[config.mk]
export PLATFORM = sky130hd
export DESIGN_NAME = pmp_region_allocator
export DESIGN_NICKNAME = d
export VERILOG_FILES = /design/src/design/pra_pkg.sv /design/src/design/pmp_region_allocator.sv /design/src/design/pra_table.sv
export SDC_FILE = /design/constraint.sdc
export NUM_CORES = 2
export LEC_CHECK = 0
export BUFFER_PORTS_ARGS = -buffer_cell sky130_fd_sc_hd__buf_4
export CAP_MARGIN = 20
export CORE_AREA = 5 5 591 476
export CTS_CLUSTER_SIZE = 28
export DETAILED_ROUTE_END_ITERATION = 16
export DIE_AREA = 0 0 596 481
export GPL_TIMING_DRIVEN = 0
export PLACE_DENSITY = 0.71
export SLEW_MARGIN = 20
export SYNTH_ARGS = -nofsm -noshare
export SYNTH_HDL_FRONTEND = slang
export SYNTH_HIERARCHICAL = 1
export SYNTH_SLANG_ARGS = --single-unit
export TNS_END_PERCENT = 10
[constraint.sdc]
create_clock -name clock -period 25.1 [get_ports clock]
set_clock_uncertainty 0.2 [all_clocks]
set_input_delay 2.51 -clock clock [delete_from_list [all_inputs] [get_ports clock]]
set_output_delay 2.51 -clock clock [all_outputs]
set_load 0.03 [all_outputs]
[src/design/pra_pkg.sv]
// ----------------------------------------------------------------------------
// pra_pkg
// Shared types, codes and defaults for the protection region allocator.
// ----------------------------------------------------------------------------
package pra_pkg;

   localparam int DEF_MAX_REGIONS       = 16;
   localparam int DEF_NUM_ENTRIES       = 16;
   localparam int DEF_ENTRIES_PER_GROUP = 8;
   localparam int DEF_PAGE_SHIFT        = 12;

   localparam int ENTRY_W = 5;

   localparam logic [63:0] ALL_ONES   = 64'hFFFF_FFFF_FFFF_FFFF;
   localparam logic [7:0]  ADDR_TOR   = 8'h08;
   localparam logic [7:0]  ADDR_NAPOT = 8'h18;

   localparam logic [2:0] MODE_ALLOC = 3'd0;
   localparam logic [2:0] MODE_FREE  = 3'd1;
   localparam logic [2:0] MODE_SET   = 3'd2;
   localparam logic [2:0] MODE_UNSET = 3'd3;
   localparam logic [2:0] MODE_CHECK = 3'd4;
   localparam logic [2:0] MODE_QUERY = 3'd5;

   localparam logic [2:0] ST_OK         = 3'd0;
   localparam logic [2:0] ST_BAD_SIZE   = 3'd1;
   localparam logic [2:0] ST_OVERLAP    = 3'd2;
   localparam logic [2:0] ST_UNALIGNED  = 3'd3;
   localparam logic [2:0] ST_TOR_IMPOSS = 3'd4;
   localparam logic [2:0] ST_NONE_FREE  = 3'd5;
   localparam logic [2:0] ST_INVALID    = 3'd6;

   localparam logic [1:0] PRI_ANY    = 2'd0;
   localparam logic [1:0] PRI_TOP    = 2'd1;
   localparam logic [1:0] PRI_BOTTOM = 2'd2;
   localparam logic [1:0] PRI_ALT    = 2'd3;

   typedef enum logic [2:0] {
      S_IDLE,
      S_SCAN,
      S_ALLOC,
      S_READ,
      S_EVAL,
      S_RESP
   } state_type;

   typedef struct packed {
      logic [2:0]  mode;
      logic [63:0] start_req;
      logic [63:0] size;
      logic [1:0]  priority_req;
      logic        shareable;
      logic [3:0]  region_sel;
      logic [2:0]  perm;
   } req_type;

   typedef struct packed {
      logic [2:0]  status;
      logic [3:0]  region_out;
      logic [3:0]  entry_index;
      logic [63:0] addr_word;
      logic [63:0] cfg_word;
      logic        overlaps;
      logic [63:0] region_base;
      logic [63:0] region_len;
      logic        last;
   } rsp_type;

   typedef struct packed {
      logic [63:0]        base;
      logic [63:0]        len;
      logic               napot;
      logic               share;
      logic [ENTRY_W-1:0] entry;
   } rec_type;

endpackage

[src/design/pmp_region_allocator.sv]
// ----------------------------------------------------------------------------
// pmp_region_allocator
// Protection region table with used-region and used-entry bitmaps.
// ----------------------------------------------------------------------------
// Allocate with overlap check and check-overlap walk every region through the table
//   memory port before the result; an allocate that fails on overlap ends after the walk.
//   Shareable allocate skips the walk.
// Free, set, unset and query read the region record first, but an invalid region
//   is answered without a read; the second result of an entry pair follows the first.
// One item at a time; a new item is taken once all results transfer.
// Reset clears the bitmaps and the control state; table contents stay undefined.
module pmp_region_allocator import pra_pkg::*; #(
   parameter int MAX_REGIONS       = DEF_MAX_REGIONS,
   parameter int NUM_ENTRIES       = DEF_NUM_ENTRIES,
   parameter int ENTRIES_PER_GROUP = DEF_ENTRIES_PER_GROUP,
   parameter int PAGE_SHIFT        = DEF_PAGE_SHIFT
) (
   input  logic    clock,
   input  logic    reset,
   input  logic    req_valid,
   output logic    req_ready,
   input  req_type req_payload,
   output logic    rsp_valid,
   input  logic    rsp_ready,
   output rsp_type rsp_payload
);

   localparam int RIW = (MAX_REGIONS > 1) ? $clog2(MAX_REGIONS) : 1;
   localparam int RCW = $clog2(MAX_REGIONS + 1);
   localparam int EIW = $clog2(NUM_ENTRIES);
   localparam logic [63:0] PMASK = (64'd1 << PAGE_SHIFT) - 64'd1;

   state_type              state_ff, state_in;
   req_type                req_ff, req_in;
   logic [63:0]            end_ff, end_in;
   logic [RCW-1:0]         scan_ff, scan_in;
   logic                   chk_vld_ff, chk_vld_in;
   logic [RIW-1:0]         chk_idx_ff, chk_idx_in;
   logic                   ov_ff, ov_in;
   rsp_type                rsp_ff, rsp_in;
   rsp_type                rsp2_ff, rsp2_in;
   logic                   more_ff, more_in;
   logic [MAX_REGIONS-1:0] rused_ff, rused_in;
   logic [NUM_ENTRIES-1:0] eused_ff, eused_in;

   logic           rd_en, wr_en;
   logic [RIW-1:0] rd_addr, wr_addr;
   rec_type        rd_data, wr_data;

   logic [31:0]    rused_ext;
   logic           sel_valid;
   logic           hit;
   rsp_type        blank;

   pra_table #(
      .DEPTH (MAX_REGIONS),
      .AW    (RIW)
   ) u_table (
      .clock   (clock),
      .rd_en   (rd_en),
      .rd_addr (rd_addr),
      .rd_data (rd_data),
      .wr_en   (wr_en),
      .wr_addr (wr_addr),
      .wr_data (wr_data)
   );

   function automatic logic [2:0] grp_slot(input logic [ENTRY_W-1:0] e);
      logic [ENTRY_W-1:0] v;
      v = e;
      for (int k = 0; k < 8; k++) begin
         if (v >= ENTRY_W'(ENTRIES_PER_GROUP)) begin
            v = v - ENTRY_W'(ENTRIES_PER_GROUP);
         end
      end
      return v[2:0];
   endfunction

   assign rused_ext = 32'(rused_ff);
   assign sel_valid = (32'(req_payload.region_sel) < 32'(MAX_REGIONS)) &&
                      rused_ext[req_payload.region_sel];
   assign hit = chk_vld_ff && rused_ff[chk_idx_ff] && !rd_data.share &&
                (rd_data.base < end_ff) &&
                ((rd_data.base + rd_data.len) > req_ff.start_req);

   always_comb begin
      blank      = '0;
      blank.last = 1'b1;
   end

   always_ff @(posedge clock) begin
      if (reset) begin
         state_ff   <= S_IDLE;
         chk_vld_ff <= 1'b0;
         more_ff    <= 1'b0;
         rused_ff   <= '0;
         eused_ff   <= '0;
      end else begin
         state_ff   <= state_in;
         chk_vld_ff <= chk_vld_in;
         more_ff    <= more_in;
         rused_ff   <= rused_in;
         eused_ff   <= eused_in;
      end
   end

   always_ff @(posedge clock) begin
      req_ff     <= req_in;
      end_ff     <= end_in;
      scan_ff    <= scan_in;
      chk_idx_ff <= chk_idx_in;
      ov_ff      <= ov_in;
      rsp_ff     <= rsp_in;
      rsp2_ff    <= rsp2_in;
   end

   always_comb begin
      logic [1:0]             pri;
      logic                   whole, napot, ovt, pair;
      logic                   r_found, e1_found, ep_found;
      logic [RIW-1:0]         r_idx;
      logic [EIW-1:0]         e1_idx, ep_idx, e_sel, e_idx, e_lo;
      logic [NUM_ENTRIES-1:0] emask, one;
      logic [2:0]             st;
      logic [7:0]             cbyte;
      logic [63:0]            addr;
      rsp_type                r1;
      rsp_type                r2;

      state_in   = state_ff;
      req_in     = req_ff;
      end_in     = end_ff;
      scan_in    = scan_ff;
      chk_vld_in = 1'b0;
      chk_idx_in = scan_ff[RIW-1:0];
      ov_in      = ov_ff;
      rsp_in     = rsp_ff;
      rsp2_in    = rsp2_ff;
      more_in    = more_ff;
      rused_in   = rused_ff;
      eused_in   = eused_ff;
      rd_en      = 1'b0;
      rd_addr    = RIW'(req_ff.region_sel);
      wr_en      = 1'b0;
      req_ready  = (state_ff == S_IDLE);
      rsp_valid  = (state_ff == S_RESP);

      pri = (req_ff.priority_req == PRI_ALT) ? PRI_ANY : req_ff.priority_req;
      whole = (req_ff.size == ALL_ONES) && (req_ff.start_req == 64'd0);
      napot = whole || ((((req_ff.size & (req_ff.size - 64'd1)) == 64'd0)) &&
                        ((req_ff.start_req & (req_ff.size - 64'd1)) == 64'd0));
      r_found = 1'b0;
      r_idx   = '0;
      for (int i = MAX_REGIONS - 1; i >= 0; i--) begin
         if (!rused_ff[i]) begin
            r_found = 1'b1;
            r_idx   = RIW'(i);
         end
      end
      e1_found = 1'b0;
      e1_idx   = '0;
      for (int i = NUM_ENTRIES - 1; i >= 0; i--) begin
         if (!eused_ff[i]) begin
            e1_found = 1'b1;
            e1_idx   = EIW'(i);
         end
      end
      ep_found = 1'b0;
      ep_idx   = '0;
      for (int i = NUM_ENTRIES - 2; i >= 0; i--) begin
         if (!eused_ff[i] && !eused_ff[i+1]) begin
            ep_found = 1'b1;
            ep_idx   = EIW'(i);
         end
      end
      one   = NUM_ENTRIES'(1);
      emask = '0;
      e_sel = '0;
      st    = ST_OK;
      if (req_ff.size == 64'd0) begin
         st = ST_BAD_SIZE;
      end else if ((req_ff.size != ALL_ONES && (req_ff.size & PMASK) != 64'd0) ||
                   ((req_ff.start_req & PMASK) != 64'd0)) begin
         st = ST_UNALIGNED;
      end else if (!napot && pri != PRI_ANY &&
                   !(pri == PRI_TOP && req_ff.start_req == 64'd0)) begin
         st = ST_TOR_IMPOSS;
      end else if (!r_found) begin
         st = ST_NONE_FREE;
      end else if (napot) begin
         if (pri == PRI_ANY) begin
            if (!e1_found) begin
               st = ST_NONE_FREE;
            end
            e_sel = e1_idx;
         end else if (pri == PRI_TOP) begin
            if (eused_ff[0]) begin
               st = ST_NONE_FREE;
            end
            e_sel = '0;
         end else begin
            e_sel = EIW'(NUM_ENTRIES - 1);
         end
         emask = one << e_sel;
      end else if (pri == PRI_ANY) begin
         if (!ep_found) begin
            st = ST_NONE_FREE;
         end
         emask = (one | (one << 1)) << ep_idx;
         e_sel = ep_idx + EIW'(1);
      end else begin
         if (eused_ff[0]) begin
            st = ST_NONE_FREE;
         end
         emask = one;
         e_sel = '0;
      end

      wr_addr       = r_idx;
      wr_data.base  = req_ff.start_req;
      wr_data.len   = req_ff.size;
      wr_data.napot = napot;
      wr_data.share = req_ff.shareable;
      wr_data.entry = ENTRY_W'(e_sel);

      e_idx = rd_data.entry[EIW-1:0];
      e_lo  = e_idx - EIW'(1);
      pair  = !rd_data.napot && (rd_data.entry != '0);
      cbyte = (rd_data.napot ? ADDR_NAPOT : ADDR_TOR) | {5'd0, req_ff.perm};
      if (rd_data.base == 64'd0 && rd_data.len == ALL_ONES) begin
         addr = ALL_ONES;
      end else if (rd_data.napot) begin
         addr = (rd_data.base | ((rd_data.len >> 1) - 64'd1)) >> 2;
      end else begin
         addr = (rd_data.base + rd_data.len) >> 2;
      end
      ovt = ov_ff || (end_ff < req_ff.start_req);

      r1 = blank;
      r2 = blank;

      case (state_ff)
         S_IDLE: begin
            if (req_valid) begin
               req_in  = req_payload;
               end_in  = req_payload.start_req + req_payload.size;
               ov_in   = 1'b0;
               scan_in = '0;
               more_in = 1'b0;
               case (req_payload.mode)
                  MODE_ALLOC: begin
                     state_in = req_payload.shareable ? S_ALLOC : S_SCAN;
                  end
                  MODE_CHECK: begin
                     state_in = S_SCAN;
                  end
                  MODE_FREE, MODE_SET, MODE_UNSET, MODE_QUERY: begin
                     if (sel_valid) begin
                        state_in = S_READ;
                     end else begin
                        r1        = blank;
                        r1.status = ST_INVALID;
                        rsp_in    = r1;
                        state_in  = S_RESP;
                     end
                  end
                  default: begin
                     state_in = S_IDLE;
                  end
               endcase
            end
         end
         S_SCAN: begin
            ov_in = ov_ff || hit;
            if (scan_ff < RCW'(MAX_REGIONS)) begin
               rd_en      = 1'b1;
               rd_addr    = scan_ff[RIW-1:0];
               chk_vld_in = 1'b1;
               scan_in    = scan_ff + RCW'(1);
            end else if (!chk_vld_ff) begin
               if (req_ff.mode == MODE_CHECK) begin
                  r1          = blank;
                  r1.overlaps = ovt;
                  rsp_in      = r1;
                  state_in    = S_RESP;
               end else if (ovt && req_ff.size != 64'd0) begin
                  r1        = blank;
                  r1.status = ST_OVERLAP;
                  rsp_in    = r1;
                  state_in  = S_RESP;
               end else begin
                  state_in = S_ALLOC;
               end
            end
         end
         S_ALLOC: begin
            r1        = blank;
            r1.status = st;
            if (st == ST_OK) begin
               wr_en         = 1'b1;
               rused_in      = rused_ff | (MAX_REGIONS'(1) << r_idx);
               eused_in      = eused_ff | emask;
               r1.region_out = 4'(r_idx);
            end
            rsp_in   = r1;
            state_in = S_RESP;
         end
         S_READ: begin
            rd_en    = 1'b1;
            rd_addr  = RIW'(req_ff.region_sel);
            state_in = S_EVAL;
         end
         S_EVAL: begin
            r1 = blank;
            r2 = blank;
            case (req_ff.mode)
               MODE_FREE: begin
                  emask = one << e_idx;
                  if (pair) begin
                     emask = emask | (one << e_lo);
                  end
                  eused_in = eused_ff & ~emask;
                  rused_in = rused_ff & ~(MAX_REGIONS'(1) << RIW'(req_ff.region_sel));
               end
               MODE_SET, MODE_UNSET: begin
                  r1.entry_index = 4'(rd_data.entry);
                  r1.last        = !pair;
                  r2.entry_index = 4'(rd_data.entry - ENTRY_W'(1));
                  if (req_ff.mode == MODE_SET) begin
                     r1.addr_word = addr;
                     r1.cfg_word  = 64'(cbyte) << {grp_slot(rd_data.entry), 3'b000};
                     r2.addr_word = rd_data.base >> 2;
                  end
                  more_in = pair;
               end
               MODE_QUERY: begin
                  r1.region_base = rd_data.base;
                  r1.region_len  = rd_data.len;
               end
               default: begin
                  r1 = blank;
               end
            endcase
            rsp_in   = r1;
            rsp2_in  = r2;
            state_in = S_RESP;
         end
         S_RESP: begin
            if (rsp_ready) begin
               if (more_ff) begin
                  rsp_in  = rsp2_ff;
                  more_in = 1'b0;
               end else begin
                  state_in = S_IDLE;
               end
            end
         end
         default: begin
            state_in = S_IDLE;
         end
      endcase
   end

   assign rsp_payload = rsp_ff;

`ifndef SYNTHESIS
   a_no_accept_while_busy: assert property (@(posedge clock) disable iff (reset)
      rsp_valid |-> !req_ready)
      else $error("input taken while a result is pending");

   a_maps_hold: assert property (@(posedge clock) disable iff (reset)
      (state_ff != S_ALLOC && state_ff != S_EVAL) |=>
         ($stable(rused_ff) && $stable(eused_ff)))
      else $error("bitmaps changed outside update states");

   a_pair_pending: assert property (@(posedge clock) disable iff (reset)
      (rsp_valid && !rsp_payload.last) |-> more_ff)
      else $error("non-final result without a second result queued");

   a_scan_bound: assert property (@(posedge clock) disable iff (reset)
      (state_ff == S_SCAN) |-> (scan_ff <= RCW'(MAX_REGIONS)))
      else $error("region walk ran past the table");
`endif

endmodule

[src/design/pra_table.sv]
// ----------------------------------------------------------------------------
// pra_table
// Region record memory: one write port, one read port, registered read data.
// ----------------------------------------------------------------------------
module pra_table import pra_pkg::*; #(
   parameter int DEPTH = DEF_MAX_REGIONS,
   parameter int AW    = 4
) (
   input  logic          clock,
   input  logic          rd_en,
   input  logic [AW-1:0] rd_addr,
   output rec_type       rd_data,
   input  logic          wr_en,
   input  logic [AW-1:0] wr_addr,
   input  rec_type       wr_data
);

   rec_type mem [DEPTH];
   rec_type rd_data_ff;

   always_ff @(posedge clock) begin
      if (wr_en) begin
         mem[wr_addr] <= wr_data;
      end
      if (rd_en) begin
         rd_data_ff <= mem[rd_addr];
      end
   end

   assign rd_data = rd_data_ff;

endmodule

==> results by group <==
Status
  • Run status: completed

Power and ir drop
  • Power density cells: 113 mW/mm2
  • Net switching power figure: 6.05 mW
  • Clock group share of total power: 26.4%
  • P_leak: 49.5 nW
  • Power share of the sequential group: 41.6%
  • Internal portion of total power: 10.2 mW
  • Combinational share of power: 32.0%
  • Switch share: 37.2%
  • Worst voltage drop across the vdd grid: 0.0737 mV

Synthesis
  • Number of synthesized register bits: 2857
  • Share of synthesized area spent on multiplexers: 10.3%
  • Synthesized area per cell: 16.7 um2
  • XOR/XNOR Fraction of Synth Area: 1.14%
  • Count of yosys warnings during synthesis: 6
  • Largest family of logic cells by synthesized area: multiplexers
  • Fraction of registers with async set or reset after synthesis: 0%
  • Compound-Gate Fraction of Synth Area: 6.55%
  • Share of synthesized area occupied by flip-flops and latches: 69.4%
  • Distinct cell type count of the synthesized netlist: 85
  • Main synth FF type: edfxtp_1
  • Post-Synthesis Cells: 7391
  • Simple-gate share of the synthesized area: 6.62%
  • Count of flip-flops with a built-in enable after synthesis: 2816
  • Post-synthesis adder-cell area fraction: 4.01%
  • Summed instance area of the synthesized netlist: 0.123 mm2

Floorplanning
  • Effective utilization at floorplan: 44.7%
  • Core area: 0.276 mm2
  • Die extent in y: 481 um
  • Horizontal die dimension: 596 um
  • Number of placement rows: 173
  • Number of primary I/O pins: 416
  • Floorplan die area: 0.287 mm2

Timing
  • Least-Margin Pin Slew: 1240 ps
  • Crit path time final: 10850 ps
  • Remaining max-slew budget at the tightest pin: 17.0%
  • Unrepaired setup endpoints after global routing: no
  • Final Hold Vio Count: 0
  • Peak clock frequency supported by timing: 0.0922 GHz
  • Final setup margin: 14250 ps
  • Slew Viols, Final: 0
  • Final period utilization: 43.2%
  • Final setup violating endpoints: 0

Routing
  • Number of design-rule violations left by the first detailed-router iteration: 13500
  • Wire length per cell: 37.0 um
  • Via total after detailed routing: 79500
  • 1st-pass router iterations: 7
  • Post-route DRC violation count: 0
  • Aggregate routed wire length: 456000 um
  • Number of vias per cell: 6.46
  • Routed Antenna Nets: 0

Flow run
  • Max Cap Viol: 0

Setup path
  • Required time of the critical path: 25470 ps
  • Class of the most critical setup path: reg2reg
  • Sort of element at the start of the critical path: flip-flop
  • Kind of end point of the critical path: flip-flop
  • Critical path's largest stage delay: 770 ps
  • Cell with the largest stage delay on the worst path: edfxtp_1
  • Data arrival time of the worst path: 11220 ps
  • Critical path's most frequent cell: buf_4
  • Top fanout value on the critical path: 19

Clocking
  • Clock Root Buffer: clkbuf_16
  • Resized Gates After CTS: 0
  • Number of levels in the clock H-tree: 5
  • Number of buffers added by the clock tree synthesis step: 292
  • Buffers from clock root to sink, at most: 4
  • Clock transition time at the flip-flop clock pins of the worst setup and hold paths: 70 ps
  • CTS tree: built
  • Clock latency of the later-clocked register in the worst-skew pair: 880 ps
  • Post-CTS setup buffers: 0
  • Number of sinks on the clock net: 2857
  • Hold buffer count at cts: 0

Placed design
  • IO buf count: 391
  • Number of cells in the design after placement: 11700
  • Pre-CTS WS: 14530 ps
  • Routability Congestion: 0.972
  • HPWL after detailed placement: 342000 um

GRT
  • Number of antenna violations at the first check in global routing: 66
  • Number of global-route vias before repair: 75100
  • Largest net degree at the start of global routing: 105
  • Global-route congestion overflow total: 0
  • Wire length of the first global-routing pass: 614000 um
  • Total routing resource utilization after global routing: 31.1%

Finish
  • Area growth from synthesis to final layout: 17.4%
  • Final instance count without filler cells: 12300
  • Fraction of final layout cells with drive strength greater than 1: 21.6%
  • Final layout net count: 8910
  • Final core occ: 52.5%

Min path
  • Path type of the worst min-delay path: reg2reg
==> cell usage in the layout, fill, tap and decap left out, types with 205 or more instances in the layout <==
cell type / count
a21oi_1: 268
a22oi_1: 247
and2_1: 205
buf_4: 512
clkbuf_1: 226
clkbuf_16: 300
edfxtp_1: 2816
ha_1: 391
mux4_2: 512
nand2_1: 409
nor2_1: 261
o21ai_0: 219
==> cell type report <==
class / count / area [um2]
plain buffers: 343 / 1720
repair buffers: 648 / 7120
clock inverters: 161 / 1550
flip-flops and latches: 2857 / 85400
multi-input cells: 4025 / 35600
diodes: 34 / 85.1
inverters: 205 / 779
well taps: 3675 / 4600
fillers: 21900 / 131000
clock buffers: 358 / 7730
==> Yosys cell counts (all sizes together) (41+ instances only) <==
cell type	n	area, um2
and2	207	1290
a31oi	41	257
nand2b	79	494
buf	156	997
clkbuf	187	702
ha	391	4890
a21oi	270	1350
nor3	82	427
nand2	410	1540
inv	205	769
xor2	65	569
nor2	278	1050
edfxtp	2816	84600
dfxtp	41	821
o21ai	242	1210
mux4	512	11500
nor4	83	534
xnor2	95	832
nand3	84	420
a22oi	247	1850
nor2b	95	594
nand4	114	713
a21o	127	953
mux2	79	890
==> path summary, 6_finish.rpt <==
path	start	end	slack (ps)	cells after the start
worst min register to register	scan_ff[1]$_SDFFCE_PN0P_	chk_idx_ff[1]$_DFF_P_	260	0
worst max register to register	req_ff[29]$_DFFE_PP_	u_table/mem[0][50]$_DFFE_PP_	14250	30
worst max-delay path	req_ff[29]$_DFFE_PP_	u_table/mem[0][50]$_DFFE_PP_	14250	30
worst min-delay path	scan_ff[1]$_SDFFCE_PN0P_	chk_idx_ff[1]$_DFF_P_	260	0
==> power by group through the flow <==
stage | Sequential (mW) | Clock [mW] | Combinational, mW
after CTS | 6.74 | 4.33 | 5.05
after global placement | 7.10 | 0 | 4.79
after detailed placement | 6.83 | 0 | 5.01
final | 6.77 | 4.29 | 5.21
after floorplan | 6.91 | 0 | 2.63
after global routing | 6.77 | 4.54 | 5.42
==> routing by layer <==
layer	track usage, %	wire length (um)
met5	0	137
met4	14.9	27000
met3	11.5	70500
met2	43.5	188000
met1	43.0	170000
==> through the flow <==
stage | power (mW) | TNS, ps | area (um2) | hold WS (ps)
2_1_floorplan | 9.54 | 0 | 123000 | 191
3_3_place_gp | 11.9 | -4732000 | 131000 | 224
3_5_place_dp | 11.8 | 0 | 135000 | 232
4_1_cts | 16.1 | 0 | 144000 | 235
5_1_grt | 16.7 | 0 | 144000 | 279
6_report | 16.3 | 0 | 145000 | 257
==> registers in the layout (all words and copies together) (netlist names) <==
name	count
u_table/mem	2160
rsp_payload	244
req_ff	141
u_table/rd_data	135
rsp2_ff	66
end_ff	64
eused_ff	16
rused_ff	16
scan_ff	5
chk_idx_ff	4
state_ff	3
chk_vld_ff	1
more_ff	1
ov_ff	1
==> kinds of logic after synthesis <==
logic type / after synthesis
buf+inv: 548
other cells: 1
fa+ha+maj: 393
mux: 620
flops: 2857
simple gates: 1580
compound gates: 1232
xor+xnor: 160
==> worst max-delay path, delay by kind of cell (launching register included) <==
kind	cells	cell delay (ps)
buffers and inverters	12	3000
AND/OR/NAND/NOR	15	5550
flip-flops	1	770
adder cells (fa/ha/maj)	1	260
multiplexers	1	320
AO/OA/AOI/OAI	1	400
Note: power is estimated with default switching activity, not from simulation.
